## config.mk

```make
export PLATFORM = sky130hd
export DESIGN_NAME = http_get_request_parser_unit
export DESIGN_NICKNAME = d
export VERILOG_FILES = /design/src/rtl/hgp_pkg.sv /design/src/rtl/hgp_step.sv /design/src/rtl/http_get_request_parser_unit.sv
export SDC_FILE = /design/constraint.sdc
export NUM_CORES = 1
export LEC_CHECK = 0
export BUFFER_PORTS_ARGS = -buffer_cell sky130_fd_sc_hd__buf_2
export CAP_MARGIN = 20
export CORE_MARGIN = 10
export CORE_UTILIZATION = 65
export CTS_CLUSTER_SIZE = 40
export DETAILED_ROUTE_END_ITERATION = 16
export GPL_ROUTABILITY_DRIVEN = 0
export PLACE_DENSITY = 0.89
export SLEW_MARGIN = 20
export SYNTH_ARGS = -nofsm -noshare
export SYNTH_HDL_FRONTEND = slang
export SYNTH_SLANG_ARGS = --single-unit
```

## constraint.sdc

```tcl
create_clock -name clk -period 4.9 [get_ports clk]
set_input_delay 0.245 -clock clk [delete_from_list [all_inputs] [get_ports clk]]
set_output_delay 0.245 -clock clk [all_outputs]
set_load 0.1 [all_outputs]
```

## src/rtl/hgp_pkg.sv

```systemverilog
// shared types, constants and helper functions of the http get request parser
package hgp_pkg;

	localparam int unsigned MAX_URI_BYTES_DEF = 512;
	localparam int unsigned MAX_VERSION_BYTES_DEF = 16;

	localparam logic [7:0] CH_SPACE = 8'h20;
	localparam logic [7:0] CH_PERCENT = 8'h25;
	localparam logic [7:0] CH_CR = 8'd13;
	localparam logic [7:0] CH_LF = 8'd10;
	localparam logic [7:0] CH_G = 8'h47;
	localparam logic [7:0] CH_E = 8'h45;
	localparam logic [7:0] CH_T = 8'h54;

	typedef enum logic [2:0] {
		PH_METHOD,
		PH_URI,
		PH_HEX_HI,
		PH_HEX_LO,
		PH_VERSION,
		PH_HEADER,
		PH_HALT
	} phase_t;

	typedef enum logic [2:0] {
		EV_UNIT,
		EV_PATH_END,
		EV_COMPLETE,
		EV_BAD_METHOD,
		EV_BAD_LINE,
		EV_TOO_LONG,
		EV_CLOSED
	} event_t;

	// fixed-width parser state; the length counters travel separately
	typedef struct packed {
		phase_t      phase;
		logic [1:0]  method_cnt;
		logic        method_ok;
		logic [3:0]  hex_hi;
		logic [15:0] code_acc;
		logic [1:0]  utf_pend;
		logic        prev_cr;
		logic [1:0]  line_len;
	} parse_state_t;

	typedef struct packed {
		logic        valid;
		event_t      kind;
		logic [15:0] unit;
	} parse_result_t;

	localparam parse_state_t STATE_START = '{
		phase:      PH_METHOD,
		method_cnt: 2'd0,
		method_ok:  1'b1,
		hex_hi:     4'd0,
		code_acc:   16'd0,
		utf_pend:   2'd0,
		prev_cr:    1'b0,
		line_len:   2'd0
	};

	function automatic logic [3:0] hex_digit(input logic [7:0] c);
		logic [3:0] d;
		d = 4'd0;
		if (c >= 8'h30 && c <= 8'h39) begin
			d = 4'(c - 8'h30);
		end else if (c >= 8'h41 && c <= 8'h46) begin
			d = 4'(c - 8'h37);
		end else if (c >= 8'h61 && c <= 8'h66) begin
			d = 4'(c - 8'h57);
		end
		return d;
	endfunction

	function automatic logic [7:0] method_char(input logic [1:0] idx);
		logic [7:0] c;
		case (idx)
			2'd0: c = CH_G;
			2'd1: c = CH_E;
			default: c = CH_T;
		endcase
		return c;
	endfunction

endpackage

```

## src/rtl/hgp_step.sv

```systemverilog
// next-state and event logic for one received byte
module hgp_step #(
	parameter int unsigned MAX_URI_BYTES = hgp_pkg::MAX_URI_BYTES_DEF,
	parameter int unsigned MAX_VERSION_BYTES = hgp_pkg::MAX_VERSION_BYTES_DEF,
	localparam int unsigned UW = $clog2(MAX_URI_BYTES + 1),
	localparam int unsigned VW = $clog2(MAX_VERSION_BYTES + 1)
) (
	input  hgp_pkg::parse_state_t  cur,
	input  logic [UW-1:0]          uri_cnt,
	input  logic [VW-1:0]          ver_cnt,
	input  logic [7:0]             rx_byte,
	input  logic                   peer_closed,
	output hgp_pkg::parse_state_t  nxt,
	output logic [UW-1:0]          uri_cnt_nxt,
	output logic [VW-1:0]          ver_cnt_nxt,
	output hgp_pkg::parse_result_t res
);

	logic       uri_full;
	logic       ver_full;
	logic [7:0] data_b;
	logic       is_uri_data;

	assign uri_full = (uri_cnt >= UW'(MAX_URI_BYTES));
	assign ver_full = (ver_cnt >= VW'(MAX_VERSION_BYTES));
	// decoded data byte: escape value in the low hex phase, raw byte otherwise
	assign data_b = (cur.phase == hgp_pkg::PH_HEX_LO) ?
		{cur.hex_hi, hgp_pkg::hex_digit(rx_byte)} : rx_byte;
	assign is_uri_data = !peer_closed &&
		((cur.phase == hgp_pkg::PH_HEX_LO) ||
		 (cur.phase == hgp_pkg::PH_URI && rx_byte != hgp_pkg::CH_SPACE &&
		  rx_byte != hgp_pkg::CH_PERCENT));

	// next state
	always_comb begin
		nxt = cur;
		uri_cnt_nxt = uri_cnt;
		ver_cnt_nxt = ver_cnt;
		if (peer_closed) begin
			nxt = hgp_pkg::STATE_START;
			uri_cnt_nxt = '0;
			ver_cnt_nxt = '0;
		end else begin
			case (cur.phase)
				hgp_pkg::PH_METHOD: begin
					if (cur.method_cnt != 2'd3) begin
						if (rx_byte != hgp_pkg::method_char(cur.method_cnt)) begin
							nxt.method_ok = 1'b0;
						end
						nxt.method_cnt = cur.method_cnt + 2'd1;
					end else begin
						nxt.method_cnt = 2'd0;
						if (!cur.method_ok) begin
							nxt.phase = hgp_pkg::PH_HALT;
						end else begin
							nxt.phase = hgp_pkg::PH_URI;
							uri_cnt_nxt = '0;
							nxt.utf_pend = 2'd0;
							nxt.code_acc = 16'd0;
						end
					end
				end
				hgp_pkg::PH_URI: begin
					if (rx_byte == hgp_pkg::CH_SPACE) begin
						nxt.utf_pend = 2'd0;
						nxt.code_acc = 16'd0;
						nxt.phase = hgp_pkg::PH_VERSION;
						ver_cnt_nxt = '0;
						nxt.prev_cr = 1'b0;
					end else if (rx_byte == hgp_pkg::CH_PERCENT) begin
						nxt.phase = hgp_pkg::PH_HEX_HI;
					end
				end
				hgp_pkg::PH_HEX_HI: begin
					nxt.hex_hi = hgp_pkg::hex_digit(rx_byte);
					nxt.phase = hgp_pkg::PH_HEX_LO;
				end
				hgp_pkg::PH_HEX_LO: begin
					nxt.phase = hgp_pkg::PH_URI;
				end
				hgp_pkg::PH_VERSION: begin
					if (ver_full) begin
						nxt.phase = hgp_pkg::PH_HALT;
					end else begin
						ver_cnt_nxt = ver_cnt + VW'(1);
						if (rx_byte == hgp_pkg::CH_LF) begin
							if (ver_cnt == '0 || !cur.prev_cr) begin
								nxt.phase = hgp_pkg::PH_HALT;
							end else begin
								nxt.phase = hgp_pkg::PH_HEADER;
								nxt.line_len = 2'd0;
							end
						end else begin
							nxt.prev_cr = (rx_byte == hgp_pkg::CH_CR);
						end
					end
				end
				hgp_pkg::PH_HEADER: begin
					if (rx_byte == hgp_pkg::CH_LF) begin
						if (cur.line_len == 2'd1) begin
							nxt = hgp_pkg::STATE_START;
							uri_cnt_nxt = '0;
							ver_cnt_nxt = '0;
						end else begin
							nxt.line_len = 2'd0;
						end
					end else if (cur.line_len != 2'd2) begin
						nxt.line_len = cur.line_len + 2'd1;
					end
				end
				default: begin
				end
			endcase

			// uri data byte: length check, then utf-8 accumulation
			if (is_uri_data) begin
				if (uri_full) begin
					nxt.phase = hgp_pkg::PH_HALT;
				end else begin
					uri_cnt_nxt = uri_cnt + UW'(1);
					if (cur.utf_pend != 2'd0) begin
						nxt.code_acc = {cur.code_acc[9:0], data_b[5:0]};
						nxt.utf_pend = cur.utf_pend - 2'd1;
					end else if (data_b[7:5] == 3'b110) begin
						nxt.code_acc = {11'd0, data_b[4:0]};
						nxt.utf_pend = 2'd1;
					end else if (data_b[7:4] == 4'b1110) begin
						nxt.code_acc = {12'd0, data_b[3:0]};
						nxt.utf_pend = 2'd2;
					end
				end
			end
		end
	end

	// event for this byte
	always_comb begin
		res.valid = 1'b0;
		res.kind = hgp_pkg::EV_UNIT;
		res.unit = 16'd0;
		if (peer_closed) begin
			res.valid = 1'b1;
			res.kind = hgp_pkg::EV_CLOSED;
		end else if (is_uri_data) begin
			if (uri_full) begin
				res.valid = 1'b1;
				res.kind = hgp_pkg::EV_TOO_LONG;
			end else if (cur.utf_pend == 2'd1) begin
				res.valid = 1'b1;
				res.unit = {cur.code_acc[9:0], data_b[5:0]};
			end else if (cur.utf_pend == 2'd0 && !data_b[7]) begin
				res.valid = 1'b1;
				res.unit = {8'd0, data_b};
			end
		end else begin
			case (cur.phase)
				hgp_pkg::PH_METHOD: begin
					if (cur.method_cnt == 2'd3 && !cur.method_ok) begin
						res.valid = 1'b1;
						res.kind = hgp_pkg::EV_BAD_METHOD;
					end
				end
				hgp_pkg::PH_URI: begin
					if (rx_byte == hgp_pkg::CH_SPACE) begin
						res.valid = 1'b1;
						res.kind = hgp_pkg::EV_PATH_END;
					end
				end
				hgp_pkg::PH_VERSION: begin
					if (ver_full) begin
						res.valid = 1'b1;
						res.kind = hgp_pkg::EV_TOO_LONG;
					end else if (rx_byte == hgp_pkg::CH_LF &&
						(ver_cnt == '0 || !cur.prev_cr)) begin
						res.valid = 1'b1;
						res.kind = hgp_pkg::EV_BAD_LINE;
					end
				end
				hgp_pkg::PH_HEADER: begin
					if (rx_byte == hgp_pkg::CH_LF && cur.line_len == 2'd1) begin
						res.valid = 1'b1;
						res.kind = hgp_pkg::EV_COMPLETE;
					end
				end
				default: begin
				end
			endcase
		end
	end

endmodule

```

## src/rtl/http_get_request_parser_unit.sv

```systemverilog
// top level of the http get request parser: input register, byte step, result register
// an accepted byte is held in the input register, then its event in the result register
// the parser state updates as each byte leaves the input register
// throughput: one byte per cycle while out_stall does not hold the result register
// a byte that causes no event shows nothing on the output side
// reset (arst_n low, asynchronous) returns the parser to the method phase, both registers empty
module http_get_request_parser_unit #(
	parameter int unsigned MAX_URI_BYTES = hgp_pkg::MAX_URI_BYTES_DEF,
	parameter int unsigned MAX_VERSION_BYTES = hgp_pkg::MAX_VERSION_BYTES_DEF
) (
	input  logic        clk,
	input  logic        arst_n,
	input  logic        in_valid,
	output logic        in_stall,
	input  logic [7:0]  rx_byte,
	input  logic        peer_closed,
	output logic        out_valid,
	input  logic        out_stall,
	output logic [2:0]  event_kind,
	output logic [15:0] path_unit
);

	localparam int unsigned UW = $clog2(MAX_URI_BYTES + 1);
	localparam int unsigned VW = $clog2(MAX_VERSION_BYTES + 1);

	// input register stage
	logic       valid_s1;
	logic [7:0] byte_s1;
	logic       closed_s1;

	// parser state
	hgp_pkg::parse_state_t state_q;
	logic [UW-1:0]         uri_cnt_q;
	logic [VW-1:0]         ver_cnt_q;

	hgp_pkg::parse_state_t  state_nxt;
	logic [UW-1:0]          uri_cnt_nxt;
	logic [VW-1:0]          ver_cnt_nxt;
	hgp_pkg::parse_result_t res;

	// result register
	logic        out_valid_q;
	logic [2:0]  kind_q;
	logic [15:0] unit_q;

	logic in_xfer;
	logic advance;

	// the stage-1 byte moves on whenever the result register is free or draining
	assign advance  = valid_s1 && (!out_valid_q || !out_stall);
	assign in_stall = valid_s1 && !advance;
	assign in_xfer  = in_valid && !in_stall;

	hgp_step #(
		.MAX_URI_BYTES    (MAX_URI_BYTES),
		.MAX_VERSION_BYTES(MAX_VERSION_BYTES)
	) u_step (
		.cur        (state_q),
		.uri_cnt    (uri_cnt_q),
		.ver_cnt    (ver_cnt_q),
		.rx_byte    (byte_s1),
		.peer_closed(closed_s1),
		.nxt        (state_nxt),
		.uri_cnt_nxt(uri_cnt_nxt),
		.ver_cnt_nxt(ver_cnt_nxt),
		.res        (res)
	);

	// stage-1 occupancy
	always_ff @(posedge clk or negedge arst_n) begin
		if (!arst_n) begin
			valid_s1 <= 1'b0;
		end else if (in_xfer) begin
			valid_s1 <= 1'b1;
		end else if (advance) begin
			valid_s1 <= 1'b0;
		end
	end

	// stage-1 payload, taken on every input transfer
	always_ff @(posedge clk) begin
		if (in_xfer) begin
			byte_s1   <= rx_byte;
			closed_s1 <= peer_closed;
		end
	end

	// parser state steps once per byte that leaves stage 1
	always_ff @(posedge clk or negedge arst_n) begin
		if (!arst_n) begin
			state_q   <= hgp_pkg::STATE_START;
			uri_cnt_q <= '0;
			ver_cnt_q <= '0;
		end else if (advance) begin
			state_q   <= state_nxt;
			uri_cnt_q <= uri_cnt_nxt;
			ver_cnt_q <= ver_cnt_nxt;
		end
	end

	// result register: loads on advance, empties on an output transfer
	always_ff @(posedge clk or negedge arst_n) begin
		if (!arst_n) begin
			out_valid_q <= 1'b0;
		end else if (advance) begin
			out_valid_q <= res.valid;
		end else if (!out_stall) begin
			out_valid_q <= 1'b0;
		end
	end

	always_ff @(posedge clk) begin
		if (advance && res.valid) begin
			kind_q <= res.kind;
			unit_q <= res.unit;
		end
	end

	assign out_valid  = out_valid_q;
	assign event_kind = kind_q;
	assign path_unit  = unit_q;

endmodule

```

==> results, run 1 <==
- Entering global routing, the biggest net connects 43 pins.
- The clock arrives with 11.1 ps of skew.
- The post-synthesis net count is 454.
- The post-synthesis instance area is 4090 µm².
- The buffer count from post-CTS setup fixing is 0.
- After routing, the total negative slack on setup checks comes to 0 ps.
- The number of buffers between clock root and the deepest sink is 2.
- For the pin with the worst max-slew slack, the measured transition is 958 ps.
- After the first detailed-routing iteration, the DRC count stood at 489.
- VDD sags by at most 344 µV.
- The final setup violation count is 0.
- The number of instances in the synthesized netlist is 429.
- The final critical path takes up 64.8% of the cycle.
- The row count is 28.
- The share of the core filled with cells is 73.2%.
- In the routed layout, each cell is associated on average with a via count of 6.71.
- The area of the core is 6030 µm².
- The flip-flop and latch area is 1890 µm².
- Summing all placed instances gives a cell area of 4230 µm².
- The max-slew violation count is 0.
- The post-cts resize count is 0.
- For this run, the post-layout net count is 473.
- The async set-or-reset flop fraction in the synthesized netlist is 60.0%.
- The element type at the critical path start is a flop.
- The signal on the critical path passes through inv_1 > ha_1 > nor3b_1 > and2_1 > a31oi_1 > a41oi_1 > a21boi_4.
- The finished layout holds 528 standard cells, fillers aside.
- Setup repair after global routing left no endpoint under its margin.
- The path class of the tightest hold or removal check is input port to async pin.
- The worst setup slack before clock tree synthesis is 1520 ps.
- Global routing used 20.4% of the available tracks.
- The critical path is of the flop to flop type.
- The wire length of the first global-routing pass is 16500 µm.
- The relative contribution of combinational cells to total power is 39.8%.
- The post-route DRC violation count is 0.
- The final antenna diode count is 0.
- The clock latency on the worst-skew pair is 360 ps.
- The final-layout worst hold slack is 27.5 ps.
- By area the synthesized netlist is led by sky130_fd_sc_hd__dfrtp_1, sky130_fd_sc_hd__edfxtp_1, sky130_fd_sc_hd__o21ai_0, sky130_fd_sc_hd__a21oi_1, sky130_fd_sc_hd__ha_1.
- Sequential cells account for 40.7% of the total power.
- For this configuration, the core starts out at a cell density of 67.9%.
- The highest cell delay on the worst timing path is 630 ps.
- The portion of synthesized cell area occupied by the leading cell type is 25.1%.
- The number of optimization iterations in the first detailed-route pass is 5.
- For this block, the routed nets add up to 9890 µm of wire.
- Total power for the finished layout comes to 2.17 mW.
- The final design area excluding fillers is 4410 µm².
- In the synthesized netlist, the cells that appear most often are sky130_fd_sc_hd__dfrtp_1, sky130_fd_sc_hd__nand2_1, sky130_fd_sc_hd__o21ai_0, sky130_fd_sc_hd__a21oi_1, sky130_fd_sc_hd__nor2_1.
- The count of input and output buffers is 33.
- Max-cap violations in this run came to 0.
- In this design, the largest share of critical-path delay is due to compound AO/OA/AOI/OAI gates.
- In this run, placement finished with an instance count of 512.
- The number of flip-flops and latches in the synthesized netlist is 70.
- The clock sink count is 70.
- The slowest stage of the critical path is the sky130_fd_sc_hd__a21boi_4 cell.
- The proportion of layout cells with a drive suffix above 1 is 14.8%.
- Synthesis instantiated 72 different standard cells from the library.
- Counting the fill cells in the layout gives 435.
- The primary flip-flop cell chosen by synthesis mapping is sky130_fd_sc_hd__dfrtp_1.
- The total of hold buffers inserted after clock tree synthesis is 0.
- The power density over the cells is 492 nW/µm².
- The number of antenna-violating nets in the routed design is 0.
- The total grt overflow is 0.
- The clock transition at the register clock pins on the worst setup and hold paths after CTS is 80 ps.
- The clock group share of total power is 19.5%.
- The smallest setup slack after layout is 1720 ps.
- Of the synthesized area, sequential elements account for 46.3%.
- Detailed placement finished with a half-perimeter wire length of 6660 µm.
- The count of flip-flops with a built-in enable after synthesis is 28.
- The worst setup path is captured at a flop.
- The flow ran to the end, and the final reports show no timing, DRC or antenna violations.
- The area occupied by multi-input gates is 1990 µm².
- Detailed routing inserted a total of 3543 vias.
- The final hold violation count is 0.
- The initial antenna violation count came to 0.
- In this run the mean area of a mapped cell was 9.53 µm².
- The height of the chip is 99.3 µm.
- Compared with the post-synthesis result, the final layout area differs by 7.80%.
- The switching power as a share of total power is 46.4%.
- For this run, the top clock speed supported by timing is 315 MHz.
- In the final routed layout, each cell accounts on average for 18.7 µm.
- Cell internal power was estimated by the tool at 1.16 mW.
- The overall die width is 99.3 µm.
- At the worst endpoint, the required time is 4890 ps.
- Buffers inserted during clock tree synthesis total 9.
- The worst-case register-to-register setup slack is 1720 ps.
- The die covers 9860 µm².
- The synthesized design spends more area on one cell type than any other, namely sky130_fd_sc_hd__dfrtp_1.
- The H-tree depth reported by CTS is 3.
- The cell sitting at the root of the clock tree is a sky130_fd_sc_hd__clkbuf_8.
- The relative slew slack is 36.1%.
- Together, buffers and inverters on the worst path number 1.
- The post-route minimum period is 3180 ps.
- At the worst endpoint, the arrival time is 3170 ps.
- For this design the total switching power over the nets is 1.01 mW.
- In this run the count of I/O pins placed on the die edge is 34.
- The via count of the first global-routing pass came to 3427.
- In this run the worst path has a maximum fanout of 20.
- During synthesis, Yosys emitted a total of 0 warnings.
- Among all cell types in the netlist, the one instantiated most often is sky130_fd_sc_hd__dfrtp_1.
- TritonCTS built the clock tree.
- For this design the static power due to leakage is 1.79 nW.
-- registers in the layout, summed over array words and instances (netlist names) --
register    count
ver_cnt_q       5
uri_cnt_q      10
byte_s1         8
path_unit      16
event_kind      3
out_valid       1
valid_s1        1
closed_s1       1
state_q        25
-- placed cells by master, fill, tap and decap left out, types with 3 or more instances in the layout --
master,count
sky130_fd_sc_hd__a21o_1,3
sky130_fd_sc_hd__a21oi_1,31
sky130_fd_sc_hd__a22o_1,9
sky130_fd_sc_hd__a22oi_1,3
sky130_fd_sc_hd__a31o_2,3
sky130_fd_sc_hd__a31oi_1,10
sky130_fd_sc_hd__and2_1,12
sky130_fd_sc_hd__and3_1,6
sky130_fd_sc_hd__buf_2,33
sky130_fd_sc_hd__clkbuf_8,10
sky130_fd_sc_hd__dfrtp_1,41
sky130_fd_sc_hd__edfxtp_1,28
sky130_fd_sc_hd__ha_1,12
sky130_fd_sc_hd__inv_1,24
sky130_fd_sc_hd__mux2i_1,3
sky130_fd_sc_hd__nand2_1,39
sky130_fd_sc_hd__nand2b_1,4
sky130_fd_sc_hd__nand3_1,18
sky130_fd_sc_hd__nand4_1,4
sky130_fd_sc_hd__nor2_1,31
sky130_fd_sc_hd__nor2b_1,4
sky130_fd_sc_hd__nor3_1,7
sky130_fd_sc_hd__nor4b_1,4
sky130_fd_sc_hd__o21ai_0,34
sky130_fd_sc_hd__o22ai_1,7
sky130_fd_sc_hd__o31ai_1,8
sky130_fd_sc_hd__or3_1,3
-- per-layer routing --
metal	GRT usage (%)	share of wire, %
met1	25.9	41
met2	32.0	48
met3	5.05	9.1
met4	9.37	2.2
met5	0	0
-- logic make-up after synthesis --
kind of cell	count (synthesis)	synth area share, %
flip-flops	70	46.3
XOR/XNOR	1	0.214
AO/OA/AOI/OAI	140	23.2
AND/OR/NAND/NOR	153	20.3
multiplexers	4	1.01
buffers and inverters	49	5.29
adder cells (fa/ha/maj)	12	3.67
-- worst reg2reg max path: cells and delay by family, from the launching register on --
kind | cells | cell delay (ps)
AND/OR/NAND/NOR | 2 | 740
AO/OA/AOI/OAI | 3 | 1140
adder cells (fa/ha/maj) | 1 | 230
flip-flops | 1 | 510
buffers and inverters | 1 | 190
-- power groups by stage --
stage / Clock, mW / Sequential (mW) / Combinational (mW)
final: 0.423 / 0.883 / 0.862
after CTS: 0.422 / 0.875 / 0.846
after global routing: 0.448 / 0.899 / 0.930
after floorplan: 0 / 1.03 / 0.525
after detailed placement: 0 / 0.884 / 0.841
after global placement: 0 / 0.875 / 0.817
-- cell type report --
| type | count | area share (%) |
|---|---|---|
| repair buffers | 33 | 3.75 |
| well taps | 75 | 2.13 |
| multi-input cells | 310 | 45.2 |
| clock inverters | 6 | 0.852 |
| flip-flops and latches | 70 | 42.9 |
| clock buffers | 10 | 3.12 |
| inverters | 24 | 2.04 |
-- final timing paths --
check | from | endpoint | cells after the start
setup / recovery | byte_s1[0] | path_unit[10] | 7
min in group clk | rx_byte[7] | byte_s1[7] | 1
hold reg to reg | state_q[10] | state_q[10] | 2
setup reg to reg | byte_s1[0] | path_unit[10] | 7
max in group asynchronous | arst_n | state_q[2] | 1
hold / removal | arst_n | uri_cnt_q[3] | 1
Note: power is estimated with default switching activity, not from simulation.
==> inputs of run 2 (changes only) <==
--- a/config.mk
+++ b/config.mk
@@ -5,14 +5,15 @@
 export SDC_FILE = /design/constraint.sdc
 export NUM_CORES = 1
 export LEC_CHECK = 0
+export ABC_AREA = 1
 export BUFFER_PORTS_ARGS = -buffer_cell sky130_fd_sc_hd__buf_2
 export CAP_MARGIN = 20
 export CORE_MARGIN = 10
-export CORE_UTILIZATION = 65
+export CORE_UTILIZATION = 54
 export CTS_CLUSTER_SIZE = 40
 export DETAILED_ROUTE_END_ITERATION = 16
 export GPL_ROUTABILITY_DRIVEN = 0
-export PLACE_DENSITY = 0.89
+export PLACE_DENSITY = 0.79
 export SLEW_MARGIN = 20
 export SYNTH_ARGS = -nofsm -noshare
 export SYNTH_HDL_FRONTEND = slang
==> constraint.sdc (replaced) <==
create_clock -name clk -period 2.78 [get_ports clk]
set_input_delay 0.139 -clock clk [delete_from_list [all_inputs] [get_ports clk]]
set_output_delay 0.139 -clock clk [all_outputs]
set_load 0.1 [all_outputs]
==> results, run 2 <==
- For this design, the sink count on the clock tree is 70.
- The clock group share of total power is 22.6%.
- The overall die width is 108 µm.
- Subtracting the final worst setup slack from the clock period gives 2510 ps.
- The flip-flop count of the largest register after layout is 25.
- The pin count of the biggest net entering global routing is 43.
- The number of different library cells in the post-synthesis netlist is 38.
- Data on the critical path arrives at its endpoint at 2580 ps.
- The hold path depth is 3.
- In this run, post-CTS repair resized a total of 0 instances.
- The total number of vias is 3635.
- The most common library cell in the layout ignoring fill and taps is sky130_fd_sc_hd__nand2_1.
- The via count of the first global-routing pass is 3581.
- Using the TritonRoute via totals, the vias-per-cell ratio works out to 5.36.
- Setup repair after global routing left no endpoint under its margin.
- The startpoint identified for the worst hold timing path is in_valid.
- TritonCTS built the clock tree.
- The flow ran to the end, and the final reports show no timing, DRC or antenna violations.
- When the netlist entered floorplanning its net count stood at 549.
- Measured in cells, the most critical reg-to-reg path has a length of 11.
- The number of violations of the max-capacitance limit is 0.
- The max-slew violation count came to 0.
- The highest clock frequency the design can meet is 398 MHz.
- The accumulated negative setup slack is 0 ps.
- The routed wire length is 9580 µm.
- The area of the core is 7370 µm².
- The analysis attributes to cell leakage a power of 2.18 nW.
- The power density over the cells is 721 nW/µm².
- The synthesis warning total is 0.
- The tree is rooted in a sky130_fd_sc_hd__clkbuf_8.
- For this run, the total global-route usage over all layers was measured as 17.0%.
- Input and output buffers added on the ports amount to 33.
- The endpoint of the most critical register-to-register path is path_unit[10].
- Of the synthesized area, sequential elements account for 45.5%.
- The total CTS buffers is 9.
- The count of boundary I/O pins is 34.
- The overall die area is 11600 µm².
- The count of placed standard cells including taps is 652.
- The buffer count from post-CTS setup fixing is 0.
- The data required time at the worst endpoint is 2850 ps.
- The kind of critical path is flop to flop.
- The area growth from synthesis to layout is 13.2%.
- At the pin with the least slew margin, the transition time is 966 ps.
- The library cells used most frequently in the layout, excluding fill and tap cells, are sky130_fd_sc_hd__nand2_1, sky130_fd_sc_hd__inv_1, sky130_fd_sc_hd__nand3_1, sky130_fd_sc_hd__nor2_1, sky130_fd_sc_hd__dfrtp_1.
- The total of hold buffers inserted after clock tree synthesis is 10.
- The final hold violation count is 0.
- The H-tree was split into 3 levels.
- After floorplanning, the core was divided into 31 placement rows.
- In this run, synthesis inferred 28 flip-flops with an integrated enable.
- The detailed placer's ending HPWL is 6990 µm.
- The clock latency on the worst-skew pair is 360 ps.
- The min-delay analysis places its worst path in the category input port to flop.
- The async set-or-reset flop fraction in the synthesized netlist is 60.0%.
- Once layout is complete, the cells apart from fillers number 678.
- Measured against its own limit, the worst slew margin works out to 35.6%.
- The initial antenna violation count is 0.
- The path with the worst hold slack has its endpoint at valid_s1.
- Dividing the detail-routed wire length by the instance count gives 14.1 µm.
- The wire length of the first global-routing pass is 16300 µm.
- STA classifies the critical path endpoint as a flop.
- The post-synthesis instance area is 4160 µm².
- The worst setup skew after layout is 14.8 ps.
- Sorting the synthesized cells by area gives the leading types as sky130_fd_sc_hd__dfrtp_1, sky130_fd_sc_hd__edfxtp_1, sky130_fd_sc_hd__nand2_1, sky130_fd_sc_hd__inv_1, sky130_fd_sc_hd__nand3_1.
- The share of synthesized area in the top cell type comes to 24.7%.
- The number of instances in the synthesized netlist is 524.
- The net total in the final layout is 599.
- The top cell type by total area after synthesis is sky130_fd_sc_hd__dfrtp_1.
- The startpoint identified for the worst register-to-register timing path is byte_s1[0].
- Setup violations remaining at the end of the flow were counted as 0.
- The largest register by flop count is state_q.
- The internal power is 1.83 mW.
- The setup check on the worst reg-to-reg path leaves a slack of 270 ps.
- For this block, the initial DRC count from the detailed router was 231.
- The net switching power figure is 1.56 mW.
- Once detail routing completed, the nets flagged for antenna violations numbered 0.
- In this run the vertical extent of the chip is 108 µm.
- In the final layout, the share of cells above drive strength 1 is 15.7%.
- The commonest cells after synthesis are sky130_fd_sc_hd__nand2_1, sky130_fd_sc_hd__inv_1, sky130_fd_sc_hd__nand3_1, sky130_fd_sc_hd__nor2_1, sky130_fd_sc_hd__dfrtp_1.
- Clock-pin slew was measured on the worst setup and hold paths at 80 ps.
- The worst-path maximum fanout is 16.
- Before antenna repair, the detailed router went through 5 iterations.
- Synthesis inferred 70 register bits.
- Among all flip-flop cells after synthesis, the most frequent one is sky130_fd_sc_hd__dfrtp_1.
- The number of buffers between clock root and the deepest sink is 2.
- Combinational logic is responsible for 38.1% of the overall power.
- sky130_fd_sc_hd__nand2_1 is the most common cell in the netlist.
- Net switching is 46.0% of the power.
- For this configuration, the core starts out at a cell density of 56.4%.
- In the finished design, the share of the clock period the worst path needs comes to 90.3%.
- In the routed design, unresolved DRC markers number 0.
- The final antenna diode count is 0.
- For this run the aggregate overflow at the end of global routing stands at 0.
- A synthesized cell averages 7.93 µm².
- The worst-case IR drop observed on VDD is 354 µV.
- Registers are responsible for 39.4% of the overall power.
- The element type at the critical path start is a flop.
run 2: changes by cell type after synthesis, moves of 12 or more:
cell	previous run	this run
sky130_fd_sc_hd__inv_1	24	72
sky130_fd_sc_hd__a21oi_1	31	13
sky130_fd_sc_hd__nand3_1	18	53
sky130_fd_sc_hd__nand2_1	39	138
sky130_fd_sc_hd__nor2_1	31	44
sky130_fd_sc_hd__clkbuf_1	13	1
sky130_fd_sc_hd__and2_1	12	0
run 2: how the worst max path moves through the flow:
stage / start / end / depth (start not counted)
3_3_place_gp: byte_s1[0] / path_unit[8] / 11
6_report: byte_s1[0] / path_unit[10] / 11
3_5_place_dp: byte_s1[0] / path_unit[8] / 11
4_1_cts: byte_s1[0] / path_unit[11] / 11
5_1_grt: byte_s1[1] / path_unit[11] / 11
2_1_floorplan: out_valid / byte_s1[0] / 5
run 2: layer usage:
| metal | GRT usage, % | vias up | part of all wire (%) |
|---|---|---|---|
| li1 | - | 1819 | - |
| met1 | 20.3 | 1683 | 43 |
| met2 | 28.5 | 110 | 48 |
| met3 | 3.83 | 23 | 5.9 |
| met4 | 7.92 | 0 | 2.5 |
| met5 | 0 | - | 0 |
run 2: logic make-up after synthesis:
group                      share of synthesized area [%]
DFF                                                 45.5
AOI/OAI and AO/OA                                   12.3
and+or+nand+nor                                     29.3
adders and majority gates                           3.61
xor gates and xnor gates                           0.632
buffers and inverters                               8.64
run 2: final cells by class:
class                      instances  area [µm²]
inverter                          77         289
timing repair buffer              48         315
clock buffer                       9         124
fill                             648        2660
multi-input combinational        368        1910
tap                               99         124
sequential                        70        1890
clock inverter                     7        50.0
run 2: power by group through the flow:
| stage | Combinational [mW] | Clock (mW) | Sequential, mW |
|---|---|---|---|
| after floorplan | 0.594 | 0 | 1.74 |
| after global placement | 1.25 | 0 | 1.35 |
| after detailed placement | 1.28 | 0 | 1.36 |
| after CTS | 1.29 | 0.762 | 1.33 |
| after global routing | 1.40 | 0.805 | 1.35 |
| final | 1.29 | 0.766 | 1.34 |
run 2: critical path, cell delays in order, from the launching register on:
cell	delay (ps)
sky130_fd_sc_hd__edfxtp_1	510
sky130_fd_sc_hd__inv_1	170
sky130_fd_sc_hd__ha_1	160
sky130_fd_sc_hd__inv_1	50
sky130_fd_sc_hd__nor3_1	200
sky130_fd_sc_hd__nand2_1	170
sky130_fd_sc_hd__o21ai_0	270
sky130_fd_sc_hd__inv_1	90
sky130_fd_sc_hd__nand3_1	90
sky130_fd_sc_hd__nor3_1	60
sky130_fd_sc_hd__nor2_2	260
sky130_fd_sc_hd__buf_12	200
run 2: through the flow:
stage / util (%) / hold slack, ps / area [µm²] / power [mW] / setup WS, ps
floorplan: - / -157 / 4160 / 2.33 / 167
detailed placement: 60.1 / 317 / 4430 / 2.63 / 315
global placement: 60.1 / 317 / 4430 / 2.60 / 433
finish: 63.9 / 22.6 / 4710 / 3.39 / 270
global route: 63.9 / 48.5 / 4710 / 3.56 / 85.3
CTS: 63.9 / 17.1 / 4710 / 3.39 / 294
